===== src/sv/flrs_pkg.sv =====
package flrs_pkg;

   localparam int HEADER_BYTES_DEF    = 16;
   localparam int MAX_BLOCK_BYTES_DEF = 65536;

   localparam int OFS_W  = 17;
   localparam int CNT_W  = 15;
   localparam int ITEM_W = 8;
   localparam int BIR_W  = 9;

   localparam logic [ITEM_W-1:0] ITEM_RESET = 8'd16;
   localparam logic [7:0]        FLAG_VALID = 8'h7C;
   localparam logic [7:0]        ERASED     = 8'hFF;
   localparam logic [CNT_W-1:0]  CNT_MAX    = 15'h7FFF;
   localparam logic [OFS_W-1:0]  OFS_MAX    = 17'h1FFFF;

   typedef enum logic [1:0] {
      CLASS_BLANK   = 2'd0,
      CLASS_VALID   = 2'd1,
      CLASS_INVALID = 2'd2
   } record_class_type;

   typedef enum logic {
      CSR_ITEM_SIZE  = 1'b0,
      CSR_BLOCK_SIZE = 1'b1
   } csr_index_type;

   // settings seen by the scan logic
   typedef struct packed {
      logic [ITEM_W-1:0] item_size;
      logic [OFS_W-1:0]  block_even;
      logic              rebase;
   } cfg_type;

   typedef struct packed {
      logic [CNT_W-1:0]  record_index;
      record_class_type  record_class;
      logic [CNT_W-1:0]  valid_count;
      logic [CNT_W:0]    end_index;
      logic              scan_done;
      logic              block_full;
   } result_type;

endpackage


===== src/sv/flrs_if.sv =====
interface flrs_req_if;
   logic       valid;
   logic       ready;
   logic [7:0] data_byte;
   logic       restart;

   modport source (output valid, output data_byte, output restart, input ready);
   modport sink   (input valid, input data_byte, input restart, output ready);
endinterface

interface flrs_rsp_if;
   logic        valid;
   logic        ready;
   logic [14:0] record_index;
   logic [1:0]  record_class;
   logic [14:0] valid_count;
   logic [15:0] end_index;
   logic        scan_done;
   logic        block_full;

   modport source (output valid, output record_index, output record_class,
                   output valid_count, output end_index, output scan_done,
                   output block_full, input ready);
   modport sink   (input valid, input record_index, input record_class,
                   input valid_count, input end_index, input scan_done,
                   input block_full, output ready);
endinterface


===== src/sv/flrs_csr.sv =====
module flrs_csr #(
   parameter int MAX_BLOCK_BYTES = 65536
) (
   input  logic                    clock,
   input  logic                    reset,
   input  logic                    csr_write_enable,
   input  flrs_pkg::csr_index_type csr_index,
   input  logic [16:0]             csr_write_data,
   output flrs_pkg::cfg_type       cfg
);
   import flrs_pkg::*;

   logic [ITEM_W-1:0] item_ff, item_in;
   logic [OFS_W-1:0]  bs_ff, bs_in;
   logic              rebase_ff, rebase_in;
   logic [OFS_W:0]    rounded;

   // round up to even, then cap at the largest block
   assign rounded = ({1'b0, csr_write_data} + 18'd1) & ~18'd1;

   always_comb begin
      item_in   = item_ff;
      bs_in     = bs_ff;
      rebase_in = 1'b0;
      if (csr_write_enable) begin
         unique case (csr_index)
            CSR_ITEM_SIZE: begin
               item_in   = csr_write_data[ITEM_W-1:0];
               rebase_in = 1'b1;
            end
            CSR_BLOCK_SIZE: begin
               if (rounded > (OFS_W+1)'(MAX_BLOCK_BYTES))
                  bs_in = OFS_W'(MAX_BLOCK_BYTES);
               else
                  bs_in = rounded[OFS_W-1:0];
            end
         endcase
      end
   end

   always_ff @(posedge clock) begin
      if (reset) begin
         item_ff   <= ITEM_RESET;
         bs_ff     <= OFS_W'(MAX_BLOCK_BYTES);
         rebase_ff <= 1'b0;
      end else begin
         item_ff   <= item_in;
         bs_ff     <= bs_in;
         rebase_ff <= rebase_in;
      end
   end

   assign cfg.item_size  = item_ff;
   assign cfg.block_even = bs_ff;
   assign cfg.rebase     = rebase_ff;

endmodule


===== src/sv/flrs_scan.sv =====
module flrs_scan #(
   parameter int HEADER_BYTES = 16
) (
   input  logic                 clock,
   input  logic                 reset,
   input  flrs_pkg::cfg_type    cfg,
   input  logic                 step,
   input  logic [7:0]           data_byte,
   input  logic                 restart,
   output logic                 res_valid,
   output flrs_pkg::result_type result
);
   import flrs_pkg::*;

   logic [BIR_W-1:0]  bir_ff, bir_in, bir_e;
   logic [7:0]        psum_ff, psum_in, psum_e;
   logic              ones_ff, ones_in, ones_e;
   logic [7:0]        ssum_ff, ssum_in, ssum_e;
   logic [CNT_W-1:0]  rec_ff, rec_in, rec_e;
   logic [CNT_W-1:0]  vtot_ff, vtot_in, vtot_e;
   logic [OFS_W-1:0]  nof_ff, nof_in, nof_e;
   logic              fin_ff, fin_in, fin_e;

   logic [BIR_W-1:0]  rec_len;
   logic [BIR_W-1:0]  item_ext;
   logic [CNT_W:0]    rec_plus1;
   logic [24:0]       rebase_prod;
   logic [25:0]       rebase_sum;
   logic [OFS_W-1:0]  rebase_ofs;
   logic [OFS_W-1:0]  nof_cur;
   logic [OFS_W:0]    nof_add;
   logic [OFS_W:0]    full_lhs;
   logic [CNT_W:0]    end_idx;
   logic              flag_ff_code, flag_ok;
   logic              full;
   record_class_type  cls;

   assign item_ext  = {1'b0, cfg.item_size};
   assign rec_len   = item_ext + 9'd2;
   assign rec_plus1 = {1'b0, rec_ff} + 16'd1;

   // position after a record-length change
   assign rebase_prod = {9'b0, rec_plus1} * {16'b0, rec_len};
   assign rebase_sum  = {1'b0, rebase_prod} + 26'(HEADER_BYTES);
   assign rebase_ofs  = (rebase_sum > 26'(OFS_MAX)) ? OFS_MAX : rebase_sum[OFS_W-1:0];

   // a pending length change takes effect ahead of the word
   assign nof_cur = cfg.rebase ? rebase_ofs : nof_ff;

   // restart clears the scan before this word is taken
   always_comb begin
      if (restart) begin
         bir_e  = '0;
         psum_e = '0;
         ones_e = 1'b1;
         ssum_e = '0;
         rec_e  = '0;
         vtot_e = '0;
         fin_e  = 1'b0;
         nof_e  = OFS_W'(HEADER_BYTES) + {8'b0, rec_len};
      end else begin
         bir_e  = bir_ff;
         psum_e = psum_ff;
         ones_e = ones_ff;
         ssum_e = ssum_ff;
         rec_e  = rec_ff;
         vtot_e = vtot_ff;
         fin_e  = fin_ff;
         nof_e  = nof_cur;
      end
   end

   assign flag_ff_code = (data_byte == ERASED);
   assign flag_ok      = flag_ff_code || (data_byte == FLAG_VALID);

   always_comb begin
      if (!flag_ok)
         cls = CLASS_INVALID;
      else if (psum_e == ssum_e) begin
         if (!flag_ff_code)
            cls = CLASS_VALID;
         else
            cls = ones_e ? CLASS_BLANK : CLASS_INVALID;
      end else if (ssum_e == ERASED && flag_ff_code)
         cls = ones_e ? CLASS_BLANK : CLASS_INVALID;
      else
         cls = CLASS_INVALID;
   end

   assign nof_add  = {1'b0, nof_e} + {9'b0, rec_len};
   assign full_lhs = {1'b0, nof_e} + {9'b0, cfg.item_size, 1'b0};

   always_comb begin
      bir_in    = bir_e;
      psum_in   = psum_e;
      ones_in   = ones_e;
      ssum_in   = ssum_e;
      rec_in    = rec_e;
      vtot_in   = vtot_e;
      nof_in    = nof_e;
      fin_in    = fin_e;
      full      = 1'b0;
      res_valid = 1'b0;
      end_idx   = {1'b0, rec_e};
      if (!fin_e) begin
         if (bir_e < item_ext) begin
            psum_in = psum_e + data_byte;
            if (!flag_ff_code)
               ones_in = 1'b0;
            bir_in = bir_e + 9'd1;
         end else if (bir_e == item_ext) begin
            ssum_in = data_byte;
            bir_in  = bir_e + 9'd1;
         end else begin
            res_valid = 1'b1;
            if (cls == CLASS_BLANK) begin
               fin_in = 1'b1;
            end else begin
               if (cls == CLASS_VALID && vtot_e != CNT_MAX)
                  vtot_in = vtot_e + 15'd1;
               // next record would not leave room for two more
               if (full_lhs > {1'b0, cfg.block_even}) begin
                  full   = 1'b1;
                  fin_in = 1'b1;
               end
               end_idx = {1'b0, rec_e} + 16'd1;
               nof_in = nof_add[OFS_W] ? OFS_MAX : nof_add[OFS_W-1:0];
               if (rec_e != CNT_MAX)
                  rec_in = rec_e + 15'd1;
            end
            bir_in  = '0;
            psum_in = '0;
            ones_in = 1'b1;
            ssum_in = '0;
         end
      end
   end

   assign result.record_index = rec_e;
   assign result.record_class = cls;
   assign result.valid_count  = vtot_in;
   assign result.end_index    = end_idx;
   assign result.scan_done    = fin_in;
   assign result.block_full   = full;

   always_ff @(posedge clock) begin
      if (reset) begin
         bir_ff  <= '0;
         psum_ff <= '0;
         ones_ff <= 1'b1;
         ssum_ff <= '0;
         rec_ff  <= '0;
         vtot_ff <= '0;
         nof_ff  <= OFS_W'(HEADER_BYTES) + {8'b0, ITEM_RESET, 1'b0} - OFS_W'(ITEM_RESET)
                    + 17'd2;
         fin_ff  <= 1'b0;
      end else if (step) begin
         bir_ff  <= bir_in;
         psum_ff <= psum_in;
         ones_ff <= ones_in;
         ssum_ff <= ssum_in;
         rec_ff  <= rec_in;
         vtot_ff <= vtot_in;
         nof_ff  <= nof_in;
         fin_ff  <= fin_in;
      end else if (cfg.rebase) begin
         nof_ff <= rebase_ofs;
      end
   end

   a_no_word_after_done: assert property (@(posedge clock) disable iff (reset)
      step && fin_ff && !restart |-> !res_valid)
      else $error("record reported after scan finished");

   a_offset_grows: assert property (@(posedge clock) disable iff (reset)
      step && res_valid && cls != CLASS_BLANK && !cfg.rebase |=>
      nof_ff > $past(nof_e) || nof_ff == OFS_MAX)
      else $error("record offset did not advance");

   a_pos_bound: assert property (@(posedge clock) disable iff (reset)
      step && !cfg.rebase |=> bir_ff <= {1'b0, cfg.item_size} + 9'd1)
      else $error("byte position beyond record");

endmodule


===== src/sv/flash_log_record_scanner_unit.sv =====
// Path: a word accepted into the input register is classified from that register, and
// when the output is free its result is registered on rsp.
// Throughput: one byte per cycle; input register and result register decouple the
// channels, so only a stalled result holds the input.
// Reset (synchronous): item_size 16, block_size 65536, scan state cleared.
module flash_log_record_scanner_unit #(
   parameter int HEADER_BYTES    = flrs_pkg::HEADER_BYTES_DEF,
   parameter int MAX_BLOCK_BYTES = flrs_pkg::MAX_BLOCK_BYTES_DEF
) (
   input  logic                    clock,
   input  logic                    reset,
   flrs_req_if.sink                req_chan,
   flrs_rsp_if.source              rsp_chan,
   input  logic                    csr_write_enable,
   input  flrs_pkg::csr_index_type csr_index,
   input  logic [16:0]             csr_write_data
);
   import flrs_pkg::*;

   cfg_type     cfg;
   result_type  result;
   logic        res_valid;

   logic        s1_valid_ff, s1_valid_in;
   logic [7:0]  s1_byte_ff;
   logic        s1_restart_ff;
   logic        rsp_valid_ff, rsp_valid_in;
   result_type  rsp_ff;
   logic        out_free, step, take;

   assign out_free = !rsp_valid_ff || rsp_chan.ready;
   assign step     = s1_valid_ff && out_free;
   assign req_chan.ready = !s1_valid_ff || out_free;
   assign take     = req_chan.valid && req_chan.ready;

   assign s1_valid_in  = take || (s1_valid_ff && !step);
   assign rsp_valid_in = out_free ? (step && res_valid) : rsp_valid_ff;

   flrs_csr #(
      .MAX_BLOCK_BYTES (MAX_BLOCK_BYTES)
   ) u_csr (
      .clock            (clock),
      .reset            (reset),
      .csr_write_enable (csr_write_enable),
      .csr_index        (csr_index),
      .csr_write_data   (csr_write_data),
      .cfg              (cfg)
   );

   flrs_scan #(
      .HEADER_BYTES (HEADER_BYTES)
   ) u_scan (
      .clock     (clock),
      .reset     (reset),
      .cfg       (cfg),
      .step      (step),
      .data_byte (s1_byte_ff),
      .restart   (s1_restart_ff),
      .res_valid (res_valid),
      .result    (result)
   );

   always_ff @(posedge clock) begin
      if (reset) begin
         s1_valid_ff  <= 1'b0;
         rsp_valid_ff <= 1'b0;
      end else begin
         s1_valid_ff  <= s1_valid_in;
         rsp_valid_ff <= rsp_valid_in;
      end
   end

   // payload registers: input loads on acceptance, result on a reported record; hold otherwise
   always_ff @(posedge clock) begin
      if (take) begin
         s1_byte_ff    <= req_chan.data_byte;
         s1_restart_ff <= req_chan.restart;
      end
      if (step && res_valid)
         rsp_ff <= result;
   end

   assign rsp_chan.valid        = rsp_valid_ff;
   assign rsp_chan.record_index = rsp_ff.record_index;
   assign rsp_chan.record_class = rsp_ff.record_class;
   assign rsp_chan.valid_count  = rsp_ff.valid_count;
   assign rsp_chan.end_index    = rsp_ff.end_index;
   assign rsp_chan.scan_done    = rsp_ff.scan_done;
   assign rsp_chan.block_full   = rsp_ff.block_full;

   a_blank_done: assert property (@(posedge clock) disable iff (reset)
      rsp_valid_ff && rsp_ff.record_class == CLASS_BLANK |->
      rsp_ff.scan_done && !rsp_ff.block_full)
      else $error("blank record without clean finish");

   a_full_done: assert property (@(posedge clock) disable iff (reset)
      rsp_valid_ff && rsp_ff.block_full |-> rsp_ff.scan_done)
      else $error("block full without finish");

   a_end_index: assert property (@(posedge clock) disable iff (reset)
      rsp_valid_ff |-> rsp_ff.end_index == {1'b0, rsp_ff.record_index}
         + ((rsp_ff.record_class == CLASS_BLANK) ? 16'd0 : 16'd1))
      else $error("end index inconsistent with record index");

endmodule

===== src/flat_wrapper.sv =====
// flat-port wrapper written by rule: the top's interface ports become plain ports
module flash_log_record_scanner_unit_flat import flrs_pkg::*;
#(
   parameter int HEADER_BYTES    = flrs_pkg::HEADER_BYTES_DEF,
   parameter int MAX_BLOCK_BYTES = flrs_pkg::MAX_BLOCK_BYTES_DEF
)
  (clock, reset, csr_write_enable, csr_index, csr_write_data, req_chan_valid, req_chan_data_byte, req_chan_restart, req_chan_ready, rsp_chan_valid, rsp_chan_record_index, rsp_chan_record_class, rsp_chan_valid_count, rsp_chan_end_index, rsp_chan_scan_done, rsp_chan_block_full, rsp_chan_ready);
  flrs_req_if req_chan_i ();
  flrs_rsp_if rsp_chan_i ();
  input  logic clock;
  input  logic reset;
  input  logic csr_write_enable;
  input  flrs_pkg::csr_index_type csr_index;
  input  logic [16:0] csr_write_data;
  input wire logic [$bits(req_chan_i.valid)-1:0] req_chan_valid;
  input wire logic [$bits(req_chan_i.data_byte)-1:0] req_chan_data_byte;
  input wire logic [$bits(req_chan_i.restart)-1:0] req_chan_restart;
  output wire logic [$bits(req_chan_i.ready)-1:0] req_chan_ready;
  output wire logic [$bits(rsp_chan_i.valid)-1:0] rsp_chan_valid;
  output wire logic [$bits(rsp_chan_i.record_index)-1:0] rsp_chan_record_index;
  output wire logic [$bits(rsp_chan_i.record_class)-1:0] rsp_chan_record_class;
  output wire logic [$bits(rsp_chan_i.valid_count)-1:0] rsp_chan_valid_count;
  output wire logic [$bits(rsp_chan_i.end_index)-1:0] rsp_chan_end_index;
  output wire logic [$bits(rsp_chan_i.scan_done)-1:0] rsp_chan_scan_done;
  output wire logic [$bits(rsp_chan_i.block_full)-1:0] rsp_chan_block_full;
  input wire logic [$bits(rsp_chan_i.ready)-1:0] rsp_chan_ready;
  assign req_chan_i.valid = req_chan_valid;
  assign req_chan_i.data_byte = req_chan_data_byte;
  assign req_chan_i.restart = req_chan_restart;
  assign req_chan_ready = req_chan_i.ready;
  assign rsp_chan_valid = rsp_chan_i.valid;
  assign rsp_chan_record_index = rsp_chan_i.record_index;
  assign rsp_chan_record_class = rsp_chan_i.record_class;
  assign rsp_chan_valid_count = rsp_chan_i.valid_count;
  assign rsp_chan_end_index = rsp_chan_i.end_index;
  assign rsp_chan_scan_done = rsp_chan_i.scan_done;
  assign rsp_chan_block_full = rsp_chan_i.block_full;
  assign rsp_chan_i.ready = rsp_chan_ready;
  flash_log_record_scanner_unit #(.HEADER_BYTES(HEADER_BYTES), .MAX_BLOCK_BYTES(MAX_BLOCK_BYTES)) u_core (.clock(clock), .reset(reset), .req_chan(req_chan_i), .rsp_chan(rsp_chan_i), .csr_write_enable(csr_write_enable), .csr_index(csr_index), .csr_write_data(csr_write_data));
endmodule

===== config.mk =====
export PLATFORM = sky130hd
export DESIGN_NAME = flash_log_record_scanner_unit_flat
export DESIGN_NICKNAME = d
export VERILOG_FILES = /design/src/sv/flrs_pkg.sv /design/src/sv/flrs_if.sv /design/src/sv/flrs_csr.sv /design/src/sv/flrs_scan.sv /design/src/sv/flash_log_record_scanner_unit.sv /design/src/flat_wrapper.sv
export SDC_FILE = /design/constraint.sdc
export NUM_CORES = 1
export LEC_CHECK = 0
export BUFFER_PORTS_ARGS = -buffer_cell sky130_fd_sc_hd__buf_2
export CORE_MARGIN = 8
export CORE_UTILIZATION = 50
export CTS_BUF_LIST = sky130_fd_sc_hd__clkbuf_16
export CTS_CLUSTER_SIZE = 12
export DETAILED_ROUTE_END_ITERATION = 7
export PLACE_DENSITY = 0.7
export REMOVE_ABC_BUFFERS = 1
export SYNTH_ARGS = -nofsm -noshare
export SYNTH_HDL_FRONTEND = slang
export SYNTH_HIERARCHICAL = 1
export SYNTH_SLANG_ARGS = --single-unit

===== constraint.sdc =====
create_clock -name clock -period 11.7 [get_ports clock]
set_clock_uncertainty 0.05 [all_clocks]
set_input_delay 1.755 -clock clock [delete_from_list [all_inputs] [get_ports clock]]
set_output_delay 1.755 -clock clock [all_outputs]
set_load 0.01 [all_outputs]

==> flow_summary_export.csv, run 1 <==
group,metric,value,unit
synthesis,synth_adder_area_share,24.1,%
synthesis,yosys.area_share.simple,20.6,%
routing,vias,13175,
synthesis,synth-xor-area-share,5.97,%
floorplanning,rows,63,
grt,antenna_found_initial,0,
synthesis,synth.top_cell.area_share,13.9,%
critical_path,cp-start-kind,"flop",
clock_tree,numCtsBuffers,17,
routing,wl_met1,18.1,mm
final_layout,layout-drive-gt1-share,12.7,%
synthesis,syn-cell-area,15000,µm²
synthesis,synth_top_cells_by_count,"nor2_1, nand2_1, inv_1",
critical_path,cp_max_fo,27,
power,p_leak,7.28,nW
synthesis,async_flop_share,0,%
floorplanning,io_pins,84,
floorplanning,core_area,29600,µm²
power,power,0.00143,W
synthesis,ys_seq_area_share,25.4,%
clock_tree,ctsHoldBuffers,0,
floorplanning,die_x,189,µm
grt,grt_pass1_wl,69.2,mm
final_layout,nNetsFinal,2063,
sta,tightest_slew,1.20,ns
critical_path,end_kind,"flop",
power,peakVddDrop,0.103,mV
sta,drv_slew,0,
outcome,status,"finished clean",
routing,dr_wl_met3,3.40,mm
routing,drt_wl_total,42.5,mm
final_layout,syn_to_final_growth,10.9,%
final_layout,num_antenna_cells,0,
synthesis,synth_top_family_by_area,"adder cells",
critical_path,crit_required,11.84,ns
sta,finalHoldViolations,0,
critical_path,path_common_cell,"ha_1",
critical_path,path_class,"flop to flop",
clock_tree,clock-sinks,160,
synthesis,yosysMostFrequentCell,"nor2_1",
hold_path,worstHoldPathType,"flop to flop",
synthesis,yosys_warnings,6,
synthesis,yosys_register_bits,160,
synthesis,synth_cell_types,94,
routing,drc,0,
routing,antenna_left,0,
synthesis,yosysTopAreaCell,"fa_1",
clock_tree,root_buffer,"clkbuf_16",
place,gp_congestion,0.924,
synthesis,ys.flop_type,"dfxtp_1",
critical_path,worstPathArrival,11.19,ns
clock_tree,cts.clk_slew.worst_paths,0.08,ns
critical_path,crit_slowest_cell,"fa_1",
floorplanning,dieArea,35700,µm²
run,cap_viol_max_count,0,
floorplanning,die_h,189,µm
clock_tree,clkLatencyLatePin,0.44,ns
synthesis,postSynthCellCount,1736,
routing,wl_per_cell,19.3,µm
critical_path,cp_num_buf_inv,5,
grt,track_usage,23.8,%
place,hpwl,32.4,mm
critical_path,slowest_delay,0.54,ns
sta,max_freq,90.4,MHz
final_layout,nFillCells,2674,
routing,wl_met2,19.5,mm
synthesis,synth_edf_count,59,
power,power.density,85.9,nW/µm²
place,dp_cells,2175,
place,portBuffers,83,
grt,grt_max_degree,57,
final_layout,fin_util,56.2,%
final_layout,final_cells,2208,
sta,layout_worst_path_cycle_share,94.5,%
sta,relSlewSlack,19.4,%
floorplanning,start_util,50.6,%
routing,drt_pass1_iterations,5,
routing,top_layer,"met4",
sta,fin_crit,11.06,ns
synthesis,synth_compound_area_share,16.8,%
clock_tree,htreeDepth,4,
sta,whs,0.403,ns
synthesis,synth.area.mux_share,1.15,%
synthesis,avgSynthCellArea,8.62,µm²
routing,drt_iter0_drc,1135,
routing,viasPerCell,5.97,
critical_path,critical_path.top_delay_family,"adder cells",
grt,grt.overflow.total,0,
sta,setup_violations,0,
clock_tree,clockBufferDepth,2,
clock_tree,cts_tree,"yes",
synthesis,netlist_top_cells_area,"fa_1, dfxtp_1, edfxtp_1",
sta,tns,0,ns
grt,grt_pass1_vias,13215,
-- cell type report --
class	count	area (µm²)	share of cell area, %
tap	390	488	2.94
sequential	160	3800	22.9
timing repair buffer	121	713	4.30
inverter	151	567	3.41
clock inverter	15	193	1.16
clock buffer	17	425	2.56
multi-input combinational	1354	10400	62.8
-- state kept, by name, indices dropped and copies added, names as in the netlist, 9 cells and up --
signal	flops
u_core/u_scan/bir_ff	9
u_core/u_scan/nof_ff	17
u_core/rsp_chan.valid_count	15
u_core/u_scan/rec_ff	15
u_core/rsp_chan.record_index	15
u_core/u_scan/vtot_ff	15
u_core/u_csr/bs_ff	16
u_core/rsp_chan.end_index	16
-- cells by family after synthesis --
| logic type | count (synthesis) |
|---|---|
| AND/OR/NAND/NOR | 635 |
| AO/OA/AOI/OAI | 374 |
| adder cells (fa/ha/maj) | 226 |
| buffers and inverters | 222 |
| flip-flops | 160 |
| XOR/XNOR | 102 |
| multiplexers | 16 |
| other | 1 |
-- through the flow --
stage,setup WS [ns],area (µm²)
finish,0.644,16600
global route,-0.0257,16600
CTS,0.112,16500
detailed placement,0.00716,15800
global placement,0.362,15800
floorplan,0.744,14600
-- final timing paths --
kind,start,end,slack (ns),cells after the start
min,u_core/u_csr/bs_ff[16]$_SDFFE_PP1P_,u_core/u_csr/bs_ff[16]$_SDFFE_PP1P_,0.40,2
max,u_core/u_csr/item_ff[2]$_SDFFE_PP0P_,u_core/rsp_chan.scan_done$_DFFE_PP_,0.64,43
min reg2reg,u_core/u_csr/bs_ff[16]$_SDFFE_PP1P_,u_core/u_csr/bs_ff[16]$_SDFFE_PP1P_,0.40,2
max reg2reg,u_core/u_csr/item_ff[2]$_SDFFE_PP0P_,u_core/rsp_chan.scan_done$_DFFE_PP_,0.64,43
-- metal layers --
metal / up-vias / GRT usage, %
met1: 6323 / 30.7
met5: - / 0
met3: 112 / 4.93
met4: 0 / 10.3
met2: 568 / 38.2
li1: 6172 / -
-- power breakdown --
part	total, W	leakage [nW]	switching [W]	internal, W
combinational	0.000242	5.66	0.000153	0.0000888
sequential	0.000601	1.32	0.0000119	0.000589
clock	0.000583	0.300	0.000274	0.000309
-- timing repair --
item / CTS / global route
endpoints found under the setup margin: 1 / 3
setup buffers: 0 / 1
resized for setup: 1 / 30
pin swaps: 0 / 4
-- worst register-to-register path: cells and delay by family (launching register included) --
family	cells	cell delay (ns)
simple gates	10	2.29
compound gates	16	3.11
xor+xnor	3	0.61
buf+inv	5	0.81
fa+ha+maj	9	3.47
flops	1	0.48
-- cells in the final DEF, fill, tap and decap left out, types with 10 or more instances in the layout --
cell type	instances
and2_1	21
a21o_1	24
inv_1	148
a31oi_1	10
o21ai_0	79
nand3_1	35
nor3_1	27
a211oi_1	10
a21oi_1	88
nand2b_1	25
and3_1	20
dfxtp_1	98
xor2_1	37
edfxtp_1	59
o211ai_1	16
fa_1	104
buf_4	37
xnor2_1	58
or2_2	13
nand4_1	25
nand2_1	151
nor2_1	216
o21ai_2	11
ha_1	120
clkbuf_16	17
nor2b_1	36
buf_2	83
or3_1	11
nor4_1	13
a22oi_1	20
No activity file was read; power rests on OpenSTA's default activity.
==> inputs of run 2 (changes only) <==
PLACE_DENSITY = 0.67   (was 0.7)
clock period = 10.7 ns   (was 11.7 ns; I/O delays follow)
==> run 2 against run 1 <==
Fmax grew 5.0%. Setup slack lost 0.47 ns. Cell count grew 5.0%. First-iteration DRC count shrank 2.5%. Die area is the same. Critical path depth grew 1. Highest routed layer unchanged. Register-to-register slack lost 0.47 ns.
==> flow_summary_export.csv, run 2 (synthesis results as in run 1) <==
group,metric,value,unit
outcome,status,"finished clean",
run,cap_viol_max_count,0,
grt,grt_pass1_vias,13324,
final_layout,layout-drive-gt1-share,21.6,%
power,p_leak,7.86,nW
floorplanning,start_util,50.6,%
grt,track_usage,23.2,%
hold_path,worstHoldPathType,"flop to flop",
final_layout,final_cell_mix,"nor2_1, inv_1, nand2_1",
final_layout,nNetsFinal,2173,
floorplanning,io_pins,84,
final_layout,final_area,18000,µm²
floorplanning,die_h,189,µm
sta,tightest_slew,1.27,ns
power,peakVddDrop,0.0890,mV
final_layout,largest_reg_flops,17,
critical_path,cp-start-kind,"flop",
sta,relSlewSlack,14.5,%
sta,tns,0,ns
routing,viasPerCell,5.89,
routing,drt_pass1_iterations,6,
final_layout,num_antenna_cells,0,
floorplanning,rows,63,
critical_path,worstPathArrival,10.67,ns
critical_path,crit_required,10.84,ns
place,dp_cells,2259,
grt,grt_pass1_wl,68.3,mm
grt,grt.overflow.total,0,
place,dpl_cell_area,16500,µm²
routing,vias,13647,
sta,drv_slew,0,
final_layout,syn_to_final_growth,20.4,%
final_layout,final_cells,2318,
sta,rsz0062_at_grt,"yes",
floorplanning,dieArea,35700,µm²
critical_path,path_class,"flop to flop",
floorplanning,core_area,29600,µm²
routing,drt_wl_total,43.2,mm
final_layout,fin_util,61.0,%
clock_tree,htreeDepth,4,
clock_tree,clock-sinks,160,
floorplanning,die_x,189,µm
critical_path,path_common_cell,"fa_1",
critical_path,rrSetupSlack,0.17,ns
routing,antenna_left,0,
critical_path,cp_max_fo,3,
clock_tree,cts.clk_slew.worst_paths,0.08,ns
routing,wl_per_cell,18.6,µm
critical_path,slowest_delay,0.57,ns
routing,drt_iter0_drc,1107,
sta,fin_crit,10.53,ns
final_layout,max_flop_register,"u_core/u_scan/nof_ff",
sta,finalHoldViolations,0,
grt,antenna_found_initial,0,
sta,layout_worst_path_cycle_share,98.4,%
final_layout,nFillCells,2573,
critical_path,crit_slowest_cell,"or4_4",
power,power,0.00158,W
critical_path,end_kind,"flop",
clock_tree,root_buffer,"clkbuf_16",
sta,setup_violations,0,
clock_tree,clkLatencyLatePin,0.43,ns
clock_tree,numCtsBuffers,17,
grt,grt_max_degree,75,
final_layout,final_common_cell,"nor2_1",
power,power.density,87.9,nW/µm²
routing,drc,0,
place,portBuffers,83,
sta,max_freq,95.0,MHz
place,hpwl,32.1,mm
place,gp_congestion,0.940,
clock_tree,clockBufferDepth,2,
clock_tree,cts_tree,"yes",
clock_tree,ctsHoldBuffers,0,
[run 2: cell count changes in the layout (fill, tap and decap cells not counted), moves of 6 or more]
| cell | delta |
|---|---|
| a21oi_1 | -6 |
| buf_4 | +100 |
| buf_6 | +9 |
| fa_1 | -7 |
| fa_2 | +7 |
| ha_1 | -19 |
| ha_4 | +17 |
| nand2_1 | -6 |
| nand2_2 | +6 |
| nor2_1 | -14 |
| nor2_2 | +8 |
| nor2_4 | +6 |
[run 2: per-stage QoR]
step / worst slack, ns / hold WS, ns
2_1_floorplan: -0.256 / 0.374
3_3_place_gp: -0.0650 / 0.386
3_5_place_dp: -0.344 / 0.386
4_1_cts: 0.00870 / 0.398
5_1_grt: -0.223 / 0.409
6_report: 0.169 / 0.394
[run 2: path summary, 6_finish.rpt]
kind | to | cells after the start | start
worst max register to register | u_core/rsp_chan.scan_done$_DFFE_PP_ | 44 | u_core/u_scan/rec_ff[0]$_SDFFE_PP0P_
worst max-delay path | u_core/rsp_chan.scan_done$_DFFE_PP_ | 44 | u_core/u_scan/rec_ff[0]$_SDFFE_PP0P_
worst min register to register | u_core/u_csr/bs_ff[16]$_SDFFE_PP1P_ | 2 | u_core/u_csr/bs_ff[16]$_SDFFE_PP1P_
worst min-delay path | u_core/u_csr/bs_ff[16]$_SDFFE_PP1P_ | 2 | u_core/u_csr/bs_ff[16]$_SDFFE_PP1P_
[run 2: area by class of cell]
cell class / count / area [µm²] / area share, %
Clock buffer: 17 / 425 / 2.36
Clock inverter: 15 / 199 / 1.10
Inverter: 151 / 567 / 3.15
Multi-Input combinational cell: 1354 / 11000 / 60.8
Sequential cell: 160 / 3800 / 21.1
Tap cell: 390 / 488 / 2.71
Timing Repair Buffer: 231 / 1590 / 8.80
[run 2: worst max-delay path: cells and delay by family, from the launching register on]
kind,cells,cell delay [ns]
XOR/XNOR,2,0.37
adder cells (fa/ha/maj),8,2.94
AO/OA/AOI/OAI,17,2.85
AND/OR/NAND/NOR,12,3.11
buffers and inverters,5,0.57
flip-flops,1,0.37
[run 2: what timing repair did]
action,CTS,global route
resized for setup,19,120
pin swaps,4,109
setup endpoints to repair,3,3
gates cloned,0,0
setup buffers,0,27
[run 2: layer usage]
layer  GRT usage, %  part of all wire (%)  up-vias
li1               -                     -     6404
met1           31.0                    42     6580
met2           37.9                    48      583
met3           3.75                   7.6       80
met4           7.61                   2.3        0
met5              0                     0        -
[run 2: power breakdown]
part / total (W) / switching, W / internal (W)
combinational: 0.000289 / 0.000176 / 0.000113
clock: 0.000641 / 0.000318 / 0.000323
sequential: 0.000655 / 0.0000108 / 0.000644
total: 0.00158 / 0.000505 / 0.00108
